**src/hdl/wmt_pkg.sv**
```systemverilog
package wmt_pkg;

  // default mask size and limits
  localparam int MASK_POINTS_DEF = 256;
  localparam logic [7:0] LOW_DEF  = 8'd32;
  localparam logic [7:0] HIGH_DEF = 8'(255 - 32);

  // configuration port widths
  localparam int CFG_IDX_W  = 2;
  localparam int CFG_DATA_W = 2;

  // reciprocal of three for sums of up to three 8-bit values
  localparam logic [10:0] RECIP3     = 11'd683;
  localparam int          DIV3_SHIFT = 11;

  typedef enum logic [2:0] {
    OP_SAMPLE,
    OP_CAPTURE,
    OP_DEFAULT,
    OP_EXPAND,
    OP_SHRINK,
    OP_BLUR_OUT,
    OP_BLUR_IN,
    OP_CLEAR_COUNTS
  } op_t;

  typedef enum logic [1:0] {
    FA_NONE,
    FA_BEEP,
    FA_BEEP_STOP,
    FA_STOP
  } fail_act_t;

  typedef enum logic [1:0] {
    CFG_COLLECT,
    CFG_TEST,
    CFG_ACTION
  } cfg_idx_t;

  typedef enum logic [2:0] {
    ST_CLEAR,
    ST_IDLE,
    ST_POINT,
    ST_SWEEP,
    ST_DONE
  } state_t;

  // controller to datapath
  typedef struct packed {
    logic accept;
    logic sweep;
    logic sweep_dflt;
    logic point_commit;
    logic result_load;
  } ctrl_cmd_t;

  // datapath to controller
  typedef struct packed {
    logic sweep_last;
    logic out_free;
  } dp_status_t;

  // 3-point neighbor filter, pulls b toward smaller neighbors
  function automatic logic [7:0] nb_filter(input logic [7:0] a, input logic [7:0] b,
                                           input logic [7:0] c);
    logic [9:0]  sum3;
    logic [20:0] prod;
    logic [8:0]  sum_ab;
    logic [8:0]  sum_cb;
    logic [7:0]  res;
    sum3   = 10'(a) + 10'(b) + 10'(c);
    prod   = 21'(sum3) * 21'(RECIP3);
    sum_ab = 9'(a) + 9'(b);
    sum_cb = 9'(c) + 9'(b);
    priority if (a < b && c < b) begin
      res = prod[DIV3_SHIFT +: 8];
    end else if (a < b) begin
      res = sum_ab[8:1];
    end else if (c < b) begin
      res = sum_cb[8:1];
    end else begin
      res = b;
    end
    return res;
  endfunction

  // mirrored filter, pulls b toward larger neighbors
  function automatic logic [7:0] nb_filter_inv(input logic [7:0] a, input logic [7:0] b,
                                               input logic [7:0] c);
    return ~nb_filter(~a, ~b, ~c);
  endfunction

endpackage

```
**src/hdl/wmt_ctrl.sv**
```systemverilog
module wmt_ctrl (
  input  logic                   clk,
  input  logic                   rst_n,
  input  logic                   in_valid,
  input  logic [2:0]             in_operation,
  output logic                   in_ready,
  output wmt_pkg::ctrl_cmd_t     cmd,
  input  wmt_pkg::dp_status_t    status
);
  import wmt_pkg::*;

  state_t state_r;
  state_t state_nxt;
  op_t    in_op;

  assign in_op = op_t'(in_operation);

  // state register
  always_ff @(posedge clk) begin
    if (!rst_n) begin
      state_r <= ST_CLEAR;
    end else begin
      state_r <= state_nxt;
    end
  end

  // next state
  always_comb begin
    state_nxt = state_r;
    unique case (state_r)
      ST_CLEAR: begin
        if (status.sweep_last) state_nxt = ST_IDLE;
      end
      ST_IDLE: begin
        if (in_valid) begin
          unique case (in_op)
            OP_SAMPLE, OP_CAPTURE: state_nxt = ST_POINT;
            OP_CLEAR_COUNTS:       state_nxt = ST_DONE;
            default:               state_nxt = ST_SWEEP;
          endcase
        end
      end
      ST_POINT: begin
        if (status.out_free) state_nxt = ST_IDLE;
      end
      ST_SWEEP: begin
        if (status.sweep_last) state_nxt = ST_DONE;
      end
      ST_DONE: begin
        if (status.out_free) state_nxt = ST_IDLE;
      end
      default: state_nxt = ST_CLEAR;
    endcase
  end

  // commands
  always_comb begin
    in_ready         = (state_r == ST_IDLE);
    cmd.accept       = in_ready && in_valid;
    cmd.sweep        = (state_r == ST_CLEAR) || (state_r == ST_SWEEP);
    cmd.sweep_dflt   = (state_r == ST_CLEAR);
    cmd.point_commit = (state_r == ST_POINT) && status.out_free;
    cmd.result_load  = (state_r == ST_DONE) && status.out_free;
  end

  // a finished sweep always hands over to the result stage
  a_sweep_to_done: assert property (@(posedge clk) disable iff (!rst_n)
    (state_r == ST_SWEEP && status.sweep_last) |=> (state_r == ST_DONE))
    else $error("sweep end did not reach result stage");

  // single-point operations go through the read-modify-write stage
  a_point_path: assert property (@(posedge clk) disable iff (!rst_n)
    (cmd.accept && (in_op == OP_SAMPLE || in_op == OP_CAPTURE)) |=> (state_r == ST_POINT))
    else $error("point operation skipped its stage");

  // a commit always frees the block for the next item
  a_commit_idle: assert property (@(posedge clk) disable iff (!rst_n)
    cmd.point_commit |=> (state_r == ST_IDLE))
    else $error("point commit did not return to idle");

endmodule

```
**config.mk**
```make
export PLATFORM = sky130hd
export DESIGN_NAME = wmt_ctrl
export DESIGN_NICKNAME = d
export VERILOG_FILES = /design/src/hdl/wmt_pkg.sv /design/src/hdl/wmt_ctrl.sv
export SDC_FILE = /design/constraint.sdc
export NUM_CORES = 1
export LEC_CHECK = 0
export BUFFER_PORTS_ARGS = -buffer_cell sky130_fd_sc_hd__buf_2
export CAP_MARGIN = 20
export CORE_AREA = 4 4 41 43
export DETAILED_ROUTE_END_ITERATION = 16
export DIE_AREA = 0 0 45 47
export PLACE_DENSITY_LB_ADDON = 0.3
export SLEW_MARGIN = 20
export SYNTH_ARGS = -nofsm -noshare
export SYNTH_HDL_FRONTEND = slang
export SYNTH_SLANG_ARGS = --single-unit
```
**constraint.sdc**
```tcl
create_clock -name clk -period 1.25 [get_ports clk]
set_input_delay 0.25 -clock clk [delete_from_list [all_inputs] [get_ports clk]]
set_output_delay 0.25 -clock clk [all_outputs]
set_load 0.05 [all_outputs]
```
==> run metrics, run 1 <==
status finished, violations left; violated checks setup timing; Critical Path End Type primary output; number of antenna violations at the first check in global routing 0; worst vdd rail ir drop 0.489 mV; delay-heaviest family, CP flip-flops; final slew viol count 0; crit-path cells buf_4 -> nor3b_4 -> buf_6; Starting DRT DRC Count 0; Max stage delay on crit path 0.36 ns; pwr/cell area 1140 mW/mm^2; setup TNS -0.547 ns; maximum root-to-sink buffer count 2; Mapped Cells 30; io pins 14; synthesized net count 38; number of synthesis warnings 0; Antenna Nets Post-Route 0; first-pass GRT wire length 1390 um; Finished Layout Cells 69; Clk Latency, worst-skew pair 0.23 ns; clk sinks 3; critical path fanouts, max 7; die width 45 um; ranking of synthesized cells by area dfxtp_1 (20%), mux2i_1 (10%), nor3b_2 (8.4%), buf_6 (7.6%), and4bb_4 (5.5%); vias in the first global route 349; GRT Util Overall 9.41%; Yosys top cell by area dfxtp_1; # H-tree levels 1; Pwr Total 633 uW; RSZ-0062 raised after global routing yes; Core Rows 13; count of buffer and inverter cells on the critical path 2; final setup fails 7; Final Cycle Share 111%; Largest Register state_r; post-layout minimum cycle time 1.38 ns; Worst Skew 0.000275 ns; critical path's slowest cell dfxtp_4; Final Core Density 42.8%; Synth top area share 20.3%; die height 47 um; DRC violations left 0; NumNets Final 63; WL per Instance 12.3 um; maximum clock frequency 724 MHz; Slew headroom 81.4%; Tightest Hold Check Type in2reg; CP arrival 1.13 ns; clock-pin slew on the worst setup and hold paths 0.04 ns; Post-Syn Area 297 um^2; Placement Setup Slack -0.0862 ns; Final WS setup -0.132 ns; Area Growth Syn to Fin 87.8%; share of cells above drive strength 1 70.4%; Seq cells post-synth 3; Worst Path Required 1.00 ns; MaxCap Viol Count 0; Vias per Instance 4.67; Port Buf Inserts 13; sequential element share of the synthesized area 20.3%; initial cell density of the core 22.8%; total congestion overflow 0; Placed Cells incl. Taps 61; Critical Path Start Type register; number of flip-flops in the largest register 3; GP Congestion 0.742; Largest regs state_r x3; WS Path Type reg2out; Yosys cell types 22; CTS tree yes; total wire length 846 um; Num CTS Buffers 3; P_leak 0.237 nW; Syn Area/Cell 9.88 um^2; Core ar. 0.00130 mm^2; DR pass1 iterations 1; die area 0.00212 mm^2; final hold viol count 0; # diodes 0; clk root buf clkbuf_4; largest net degree at the start of global routing 10; hpwl dp 599 um; Slew @ Worst Pin 0.275 ns; via count 322
layer usage:
layer | track usage (%) | wire length (um) | vias to the layer above | share of wire, %
met4 | 8.19 | 27 | 0 | 3.2
li1 | - | - | 162 | -
met1 | 9.79 | 348 | 146 | 41
met2 | 16.4 | 418 | 12 | 49
met5 | 0 | 0 | - | 0
met3 | 1.53 | 51 | 2 | 6.0
synth_stat cells (all sizes together):
master and count:
mux2 1, nor4b 1, dfxtp 3, o21a 1, nand3 1, a31o 1
and4bb 2, nor3 1, xor2 1, a21oi 2, nor3b 2, inv 2
mux2i 3, nor2 1, nor4bb 1, a32oi 1, buf 3, nor2b 1
a32o 1, o31a 1
power by group:
part | switching [mW] | internal (mW)
registers | 0.0233 | 0.106
clock network | 0.0462 | 0.119
logic | 0.173 | 0.165
layout make-up:
class / instances / area [um^2]
multi-input combinational: 22 / 236
tap: 15 / 18.8
inverter: 2 / 7.51
sequential: 3 / 71.3
clock buffer: 4 / 26.3
timing repair buffer: 23 / 196
fill: 137 / 744
metrics by stage:
stage                     hold slack (ns)  instance area [um^2]
after global placement              0.536                   428
after global routing                0.320                   557
after CTS                           0.309                   546
after detailed placement            0.556                   428
after floorplan                     0.378                   333
final                               0.312                   557
cell usage in the layout (no fill, tap or decap), types with 2 or more instances in the layout:
master	count
buf_6	7
buf_8	2
buf_2	7
a21oi_1	2
mux2i_1	3
inv_1	2
clkbuf_4	3
dfxtp_4	3
buf_4	7
path summary, 6_finish.rpt:
| path | startpoint | to | slack [ns] | cells after the start |
|---|---|---|---|---|
| hold reg to reg | state_r[2]$_SDFFE_PN0P_ | state_r[0]$_SDFFE_PN0P_ | 0.64 | 2 |
| hold / removal | rst_n | state_r[1]$_SDFFE_PN0P_ | 0.31 | 2 |
| setup reg to reg | state_r[1]$_SDFFE_PN0P_ | state_r[0]$_SDFFE_PN0P_ | -0.05 | 5 |
| setup / recovery | state_r[2]$_SDFFE_PN0P_ | in_ready | -0.13 | 3 |
kinds of logic after synthesis:
| family | share of synthesized area (%) |
|---|---|
| AOI/OAI and AO/OA | 18.6 |
| xor gates and xnor gates | 2.95 |
| muxes | 15.2 |
| and+or+nand+nor | 31.2 |
| buffers and inverters | 11.8 |
| DFF | 20.3 |
repair_timing:
| item | CTS | global route |
|---|---|---|
| hold endpoints to repair | 0 | 0 |
| endpoints found under the setup margin | 7 | 7 |
| gates resized for setup | 24 | 1 |
| hold buffers | 0 | 0 |
| pin swaps | 4 | 1 |
| setup buffers | 3 | 1 |
Note: power is estimated with default switching activity, not from simulation.
==> run 2, diff against run 1 <==
- CELL_PAD_IN_SITES_DETAIL_PLACEMENT: not set -> 1
- CELL_PAD_IN_SITES_GLOBAL_PLACEMENT: not set -> 1
==> run 2 against run 1 <==
  * The run still ends with setup timing left
  * Wire length grew 5.4%
  * Critical endpoint is now cmd[0]
  * Via count shrank 0.93%
  * Clock power hardly changed
  * Worst hold slack lost 0.0020 ns
  * Sequential power is essentially flat
  * Largest power group unchanged
  * Total power decreased by 3.5%
  * Sequential share of layout area increased by 0.42 points
  * Fmax rose by 1.0%
==> run metrics, run 2 (synthesis results as in run 1) <==
Clk Latency, worst-skew pair 0.23 ns (about the same); pwr/cell area 1130 mW/mm^2 (was 1140 mW/mm^2); fillcell total 157 (was 137); setup TNS -0.450 ns (was -0.547 ns); total congestion overflow 0 (unchanged); maximum root-to-sink buffer count 2 (unchanged); Critical Path Start Type register (unchanged); multi-input logic area 238 um^2 (was 236 um^2); status finished, violations left (unchanged); Largest Register state_r (unchanged); RSZ-0062 raised after global routing yes (unchanged); share of cells above drive strength 1 69.2% (was 70.4%); post-layout minimum cycle time 1.37 ns (was 1.38 ns); Worst Setup EP cmd[0] (was in_ready); Slew @ Worst Pin 0.251 ns (was 0.275 ns); final setup fails 7 (unchanged); hold_buf cts 0 (unchanged); worst vdd rail ir drop 0.478 mV (was 0.489 mV); dpl cell area 435 um^2 (was 428 um^2); fin area 539 um^2 (was 557 um^2); # H-tree levels 1 (unchanged); final slew viol count 0 (unchanged); Core Rows 13 (unchanged); GP Congestion 0.728 (was 0.742); grt met1 use 12.7% (was 9.79%); R2R depth 5 (unchanged); P_int 373 uW (was 390 uW); hold depth 2 (unchanged); MaxCap Viol Count 0 (unchanged); Worst Path Required 1.00 ns (about the same); met3 usage 4.21% (was 1.53%); first-pass GRT wire length 1640 um (was 1390 um); clk root buf clkbuf_4 (unchanged); NumNets Final 61 (was 63); number of flip-flops in the largest register 3 (unchanged); Num CTS Buffers 3 (unchanged); largest net degree at the start of global routing 10 (unchanged); FF/Latch Area 71.3 um^2 (unchanged); switching share of total power 38.9% (was 38.3%); WS Path Type reg2out (unchanged); Area Growth Syn to Fin 81.9% (was 87.8%); commonest non-fill, non-tap cell in the layout buf_6; Port Buf Inserts 13 (unchanged); combinational group share of total power 51.3% (was 53.4%); GRT Util Overall 11.0% (was 9.41%); clock power share 27.3% (was 26.2%); P_leak 0.227 nW (was 0.237 nW); io pins 14 (unchanged); Largest regs state_r x3 (unchanged); # diodes 0 (unchanged); CP Launch Point state_r[0]$_SDFFE_PN0P_ (was state_r[2]$_SDFFE_PN0P_); DRC violations left 0 (unchanged); Antenna Nets Post-Route 0 (unchanged); WL per Instance 13.3 um (was 12.3 um); DR pass1 iterations 1 (unchanged); Core ar. 0.00130 mm^2 (unchanged); M2 GR Usage 16.9% (was 16.4%); via count 319 (was 322); Tightest Hold Check Type in2reg (unchanged); total wire length 892 um (was 846 um); Pwr Total 610 uW (was 633 uW); Seq pwr share 21.4% (was 20.5%); die width 45 um (unchanged); violated checks setup timing (unchanged); FF-to-FF setup slack -0.01 ns (was -0.05 ns); die area 0.00212 mm^2 (unchanged); Vias per Instance 4.76 (was 4.67); clock-pin slew on the worst setup and hold paths 0.03 ns (was 0.04 ns); CP arrival 1.12 ns (was 1.13 ns); number of antenna violations at the first check in global routing 0 (unchanged); CTS tree yes (unchanged); maximum clock frequency 731 MHz (was 724 MHz); worst r2r src state_r[1]$_SDFFE_PN0P_ (unchanged); Final Cycle Share 109% (was 111%); hpwl dp 708 um (was 599 um); initial cell density of the core 22.8% (unchanged); die height 47 um (unchanged); layer with the highest usage met2 (unchanged); vias in the first global route 364 (was 349); Worst Skew 0.000358 ns (was 0.000275 ns); Final WS setup -0.118 ns (was -0.132 ns); Critical Path End Type primary output (unchanged); most frequent cells in the layout buf_6 (8), buf_2 (7), buf_4 (5) (was buf_2 (7), buf_6 (7), buf_4 (7)); Starting DRT DRC Count 0 (unchanged); Slew headroom 83.0% (was 81.4%); P_sw 238 uW (was 243 uW); Placement Setup Slack -0.0811 ns (was -0.0862 ns); clk sinks 3 (unchanged); final hold viol count 0 (unchanged); critical path fanouts, max 9 (was 7); r2r endpoint state_r[0]$_SDFFE_PN0P_ (unchanged)
run 2: cell types whose count changed in the layout (fill, tap and decap cells not counted), sizes merged:
cell  delta
buf      -2
run 2: area by class of cell:
type | count | area share (%)
Sequential cell | 3 | 13.2
Multi-Input combinational cell | 22 | 44.1
Inverter | 2 | 1.39
Clock buffer | 4 | 4.87
Timing Repair Buffer | 21 | 32.9
Tap cell | 15 | 3.48
run 2: how the worst min path moves through the flow:
| stage | slack [ns] | end | from |
|---|---|---|---|
| 6_report | 0.31 | state_r[0]$_SDFFE_PN0P_ | rst_n |
| 5_1_grt | 0.33 | state_r[0]$_SDFFE_PN0P_ | rst_n |
| 4_1_cts | 0.31 | state_r[0]$_SDFFE_PN0P_ | rst_n |
| 3_5_place_dp | 0.55 | state_r[0]$_SDFFE_PN0P_ | rst_n |
| 3_3_place_gp | 0.53 | state_r[0]$_SDFFE_PN0P_ | rst_n |
| 2_1_floorplan | 0.38 | state_r[1]$_SDFFE_PN0P_ | rst_n |
run 2: per-layer routing:
layer	share of wire (%)	vias to the layer above
met1	43	142
li1	-	160
met4	2.6	0
met2	47	14
met3	7.8	3
met5	0	-
run 2: power by group through the flow:
stage / clock [mW] / combinational (mW) / sequential (mW)
global route: 0.184 / 0.334 / 0.133
global placement: 0 / 0.260 / 0.134
detailed placement: 0 / 0.262 / 0.135
CTS: 0.172 / 0.315 / 0.131
floorplan: 0 / 0.224 / 0.112
finish: 0.167 / 0.313 / 0.130
run 2: metrics by stage:
step	util, %	hold WS (ns)	std cells
after floorplan	-	0.378	30
after global placement	33.5	0.533	62
after detailed placement	33.5	0.548	62
after CTS	41.4	0.306	68
after global routing	41.4	0.326	67
final	41.4	0.310	67
run 2: critical path: stages, from the launching register on:
cell,delay [ns]
dfxtp_4,0.37
and4bb_4,0.36
buf_8,0.15
run 2: timing repair:
| action | in CTS | in global routing |
|---|---|---|
| endpoints found under the setup margin | 7 | 8 |
| pin swaps | 3 | 3 |
| setup buffers | 2 | 0 |
| resized for setup | 22 | 1 |
==> run 3, diff against run 2 <==
- SETUP_SLACK_MARGIN: not set -> 0.05
==> run 3 against run 2 <==
  * Critical path depth did not move
  * Worst hold slack did not move
  * Critical path type unchanged
  * Non-clock buffer count increased by 1
  * First-iteration DRC count unchanged
  * Clock power barely moved
  * Largest power group unchanged
  * Total power increased by 0.88%
  * Utilization increased by 0.87 points
  * Fmax is essentially flat
  * Sequential share of layout area fell by 0.27 points
  * Clock skew stayed put
  * Critical endpoint unchanged
  * Wire length rose by 0.45%
  * The run still ends with setup timing left
  * Via count is 1.3% higher
==> run metrics, run 3 (synthesis results as in run 1) <==
status finished, violations left (unchanged); violated checks setup timing (unchanged); P_sw 239 uW (was 238 uW); clock power share 27.1% (was 27.3%); setup TNS -0.453 ns (was -0.450 ns); FF-to-FF setup slack -0.01 ns (about the same); P_leak 0.233 nW (was 0.227 nW); WL met1 381 um (was 382 um); clock-pin slew on the worst setup and hold paths 0.03 ns (about the same); fin area 551 um^2 (was 539 um^2); Clk Latency, worst-skew pair 0.23 ns (about the same); DR WL met3 70 um (unchanged); Area Growth Syn to Fin 85.7% (was 81.9%); via count 323 (was 319); die width 45 um (unchanged); final slew viol count 0 (unchanged); CTS tree yes (unchanged); Placed Cells incl. Taps 62 (unchanged); GRT Util Overall 11.0% (unchanged); maximum root-to-sink buffer count 2 (unchanged); number of antenna violations at the first check in global routing 0 (unchanged); most frequent cells in the layout buf_6 (9), buf_2 (7), buf_4 (5) (was buf_6 (8), buf_2 (7), buf_4 (5)); DRC violations left 0 (unchanged); GP Congestion 0.728 (unchanged); total congestion overflow 0 (unchanged); Seq pwr share 21.2% (was 21.4%); Critical Path End Type primary output (unchanged); WS Path Type reg2out (unchanged); combinational group share of total power 51.8% (was 51.3%); vias in the first global route 364 (unchanged); die area 0.00212 mm^2 (unchanged); # diodes 0 (unchanged); first-pass GRT wire length 1640 um (unchanged); hold_buf cts 0 (unchanged); CP arrival 1.12 ns (about the same); DR pass1 iterations 1 (unchanged); Core Rows 13 (unchanged); hpwl dp 708 um (unchanged); Hold WS 0.310 ns (unchanged); total wire length 896 um (was 892 um); Largest Register state_r (unchanged); WL met2 421 um (was 417 um); FF/Latch Area 71.3 um^2 (unchanged); initial cell density of the core 22.8% (unchanged); fillcell total 156 (was 157); worst r2r src state_r[1]$_SDFFE_PN0P_ (unchanged); commonest non-fill, non-tap cell in the layout buf_6 (unchanged); NumNets Final 62 (was 61); Final Cycle Share 109% (about the same); final setup fails 8 (was 7); R2R depth 5 (unchanged); P_int 377 uW (was 373 uW); Finished Layout Cells 68 (was 67); Port Buf Inserts 13 (unchanged); dpl cell area 435 um^2 (unchanged); post-layout minimum cycle time 1.37 ns (about the same); maximum clock frequency 731 MHz (about the same); final hold viol count 0 (unchanged); number of flip-flops in the largest register 3 (unchanged); # H-tree levels 1 (unchanged); io pins 14 (unchanged); Worst Skew 0.000358 ns (unchanged); RSZ-0062 raised after global routing yes (unchanged); Pwr Total 616 uW (was 610 uW); r2r endpoint state_r[2]$_SDFFE_PN0P_ (was state_r[0]$_SDFFE_PN0P_); multi-input logic area 238 um^2 (unchanged); top sig layer met4 (unchanged); Final WS setup -0.119 ns (was -0.118 ns); Core ar. 0.00130 mm^2 (unchanged); MaxCap Viol Count 0 (unchanged); Critical Path Start Type register (unchanged); hold depth 2 (unchanged); WL per Instance 13.2 um (was 13.3 um); die height 47 um (unchanged); share of cells above drive strength 1 69.8% (was 69.2%); critical path fanouts, max 9 (unchanged); Final Core Density 42.3% (was 41.4%); clk root buf clkbuf_4 (unchanged); min-delay src rst_n (unchanged); clk sinks 3 (unchanged); Slew @ Worst Pin 0.255 ns (was 0.251 ns); largest net degree at the start of global routing 10 (unchanged); worst vdd rail ir drop 0.479 mV (was 0.478 mV); Slew headroom 82.8% (was 83.0%); Starting DRT DRC Count 0 (unchanged); Num CTS Buffers 3 (unchanged); Worst Path Required 1.00 ns (about the same); Antenna Nets Post-Route 0 (unchanged); Vias per Instance 4.75 (was 4.76); Placement Setup Slack -0.0811 ns (unchanged); worst hold endpoint state_r[0]$_SDFFE_PN0P_ (unchanged); Largest regs state_r x3 (unchanged); Tightest Hold Check Type in2reg (unchanged); switching share of total power 38.7% (was 38.9%); pwr/cell area 1120 mW/mm^2 (was 1130 mW/mm^2)
==> run 3: cell count changes in the layout (fill, tap and decap cells not counted), sizes merged <==
cell and change:
buf +1
==> run 3: worst max-delay path by stage <==
stage,start,endpoint,slack [ns],depth (start not counted)
finish,state_r[0]$_SDFFE_PN0P_,cmd[0],-0.12,2
global route,state_r[1]$_SDFFE_PN0P_,cmd[1],-0.18,3
CTS,state_r[2]$_SDFFE_PN0P_,in_ready,-0.12,3
detailed placement,state_r[1]$_SDFFE_PN0P_,state_r[0]$_SDFFE_PN0P_,-0.08,4
global placement,state_r[2]$_SDFFE_PN0P_,in_ready,-0.08,3
floorplan,state_r[2]$_SDFFE_PN0P_,cmd[1],-0.1,2
==> run 3: timing repair <==
item,4_1_cts,5_1_grt
buffers inserted,2,1
resized for setup,22,2
endpoints found under the setup margin,7,8
pin swaps,3,3
gates cloned,0,0
==> run 3: final cells by class <==
cell class                 instances  area share, %
multi-input combinational         22           43.2
timing repair buffer              22           34.3
sequential                         3           13.0
clock buffer                       4           4.77
tap                               15           3.41
inverter                           2           1.36
==> run 3: per-layer routing <==
layer  vias to the layer above  GRT usage (%)
li1                        162              -
met1                       144           12.7
met2                        14           16.9
met3                         3           4.21
met4                         0           7.02
met5                         -              0
==> run 3: power by group through the flow <==
stage	Clock [mW]	Combinational (mW)	Sequential, mW
floorplan	0	0.224	0.112
global placement	0	0.260	0.134
detailed placement	0	0.262	0.135
CTS	0.172	0.315	0.131
global route	0.184	0.339	0.133
finish	0.167	0.319	0.130
==> run 3: critical path, stage by stage (launching register included) <==
cell and delay (ns):
dfxtp_4 0.37, and4bb_4 0.36, buf_8 0.15
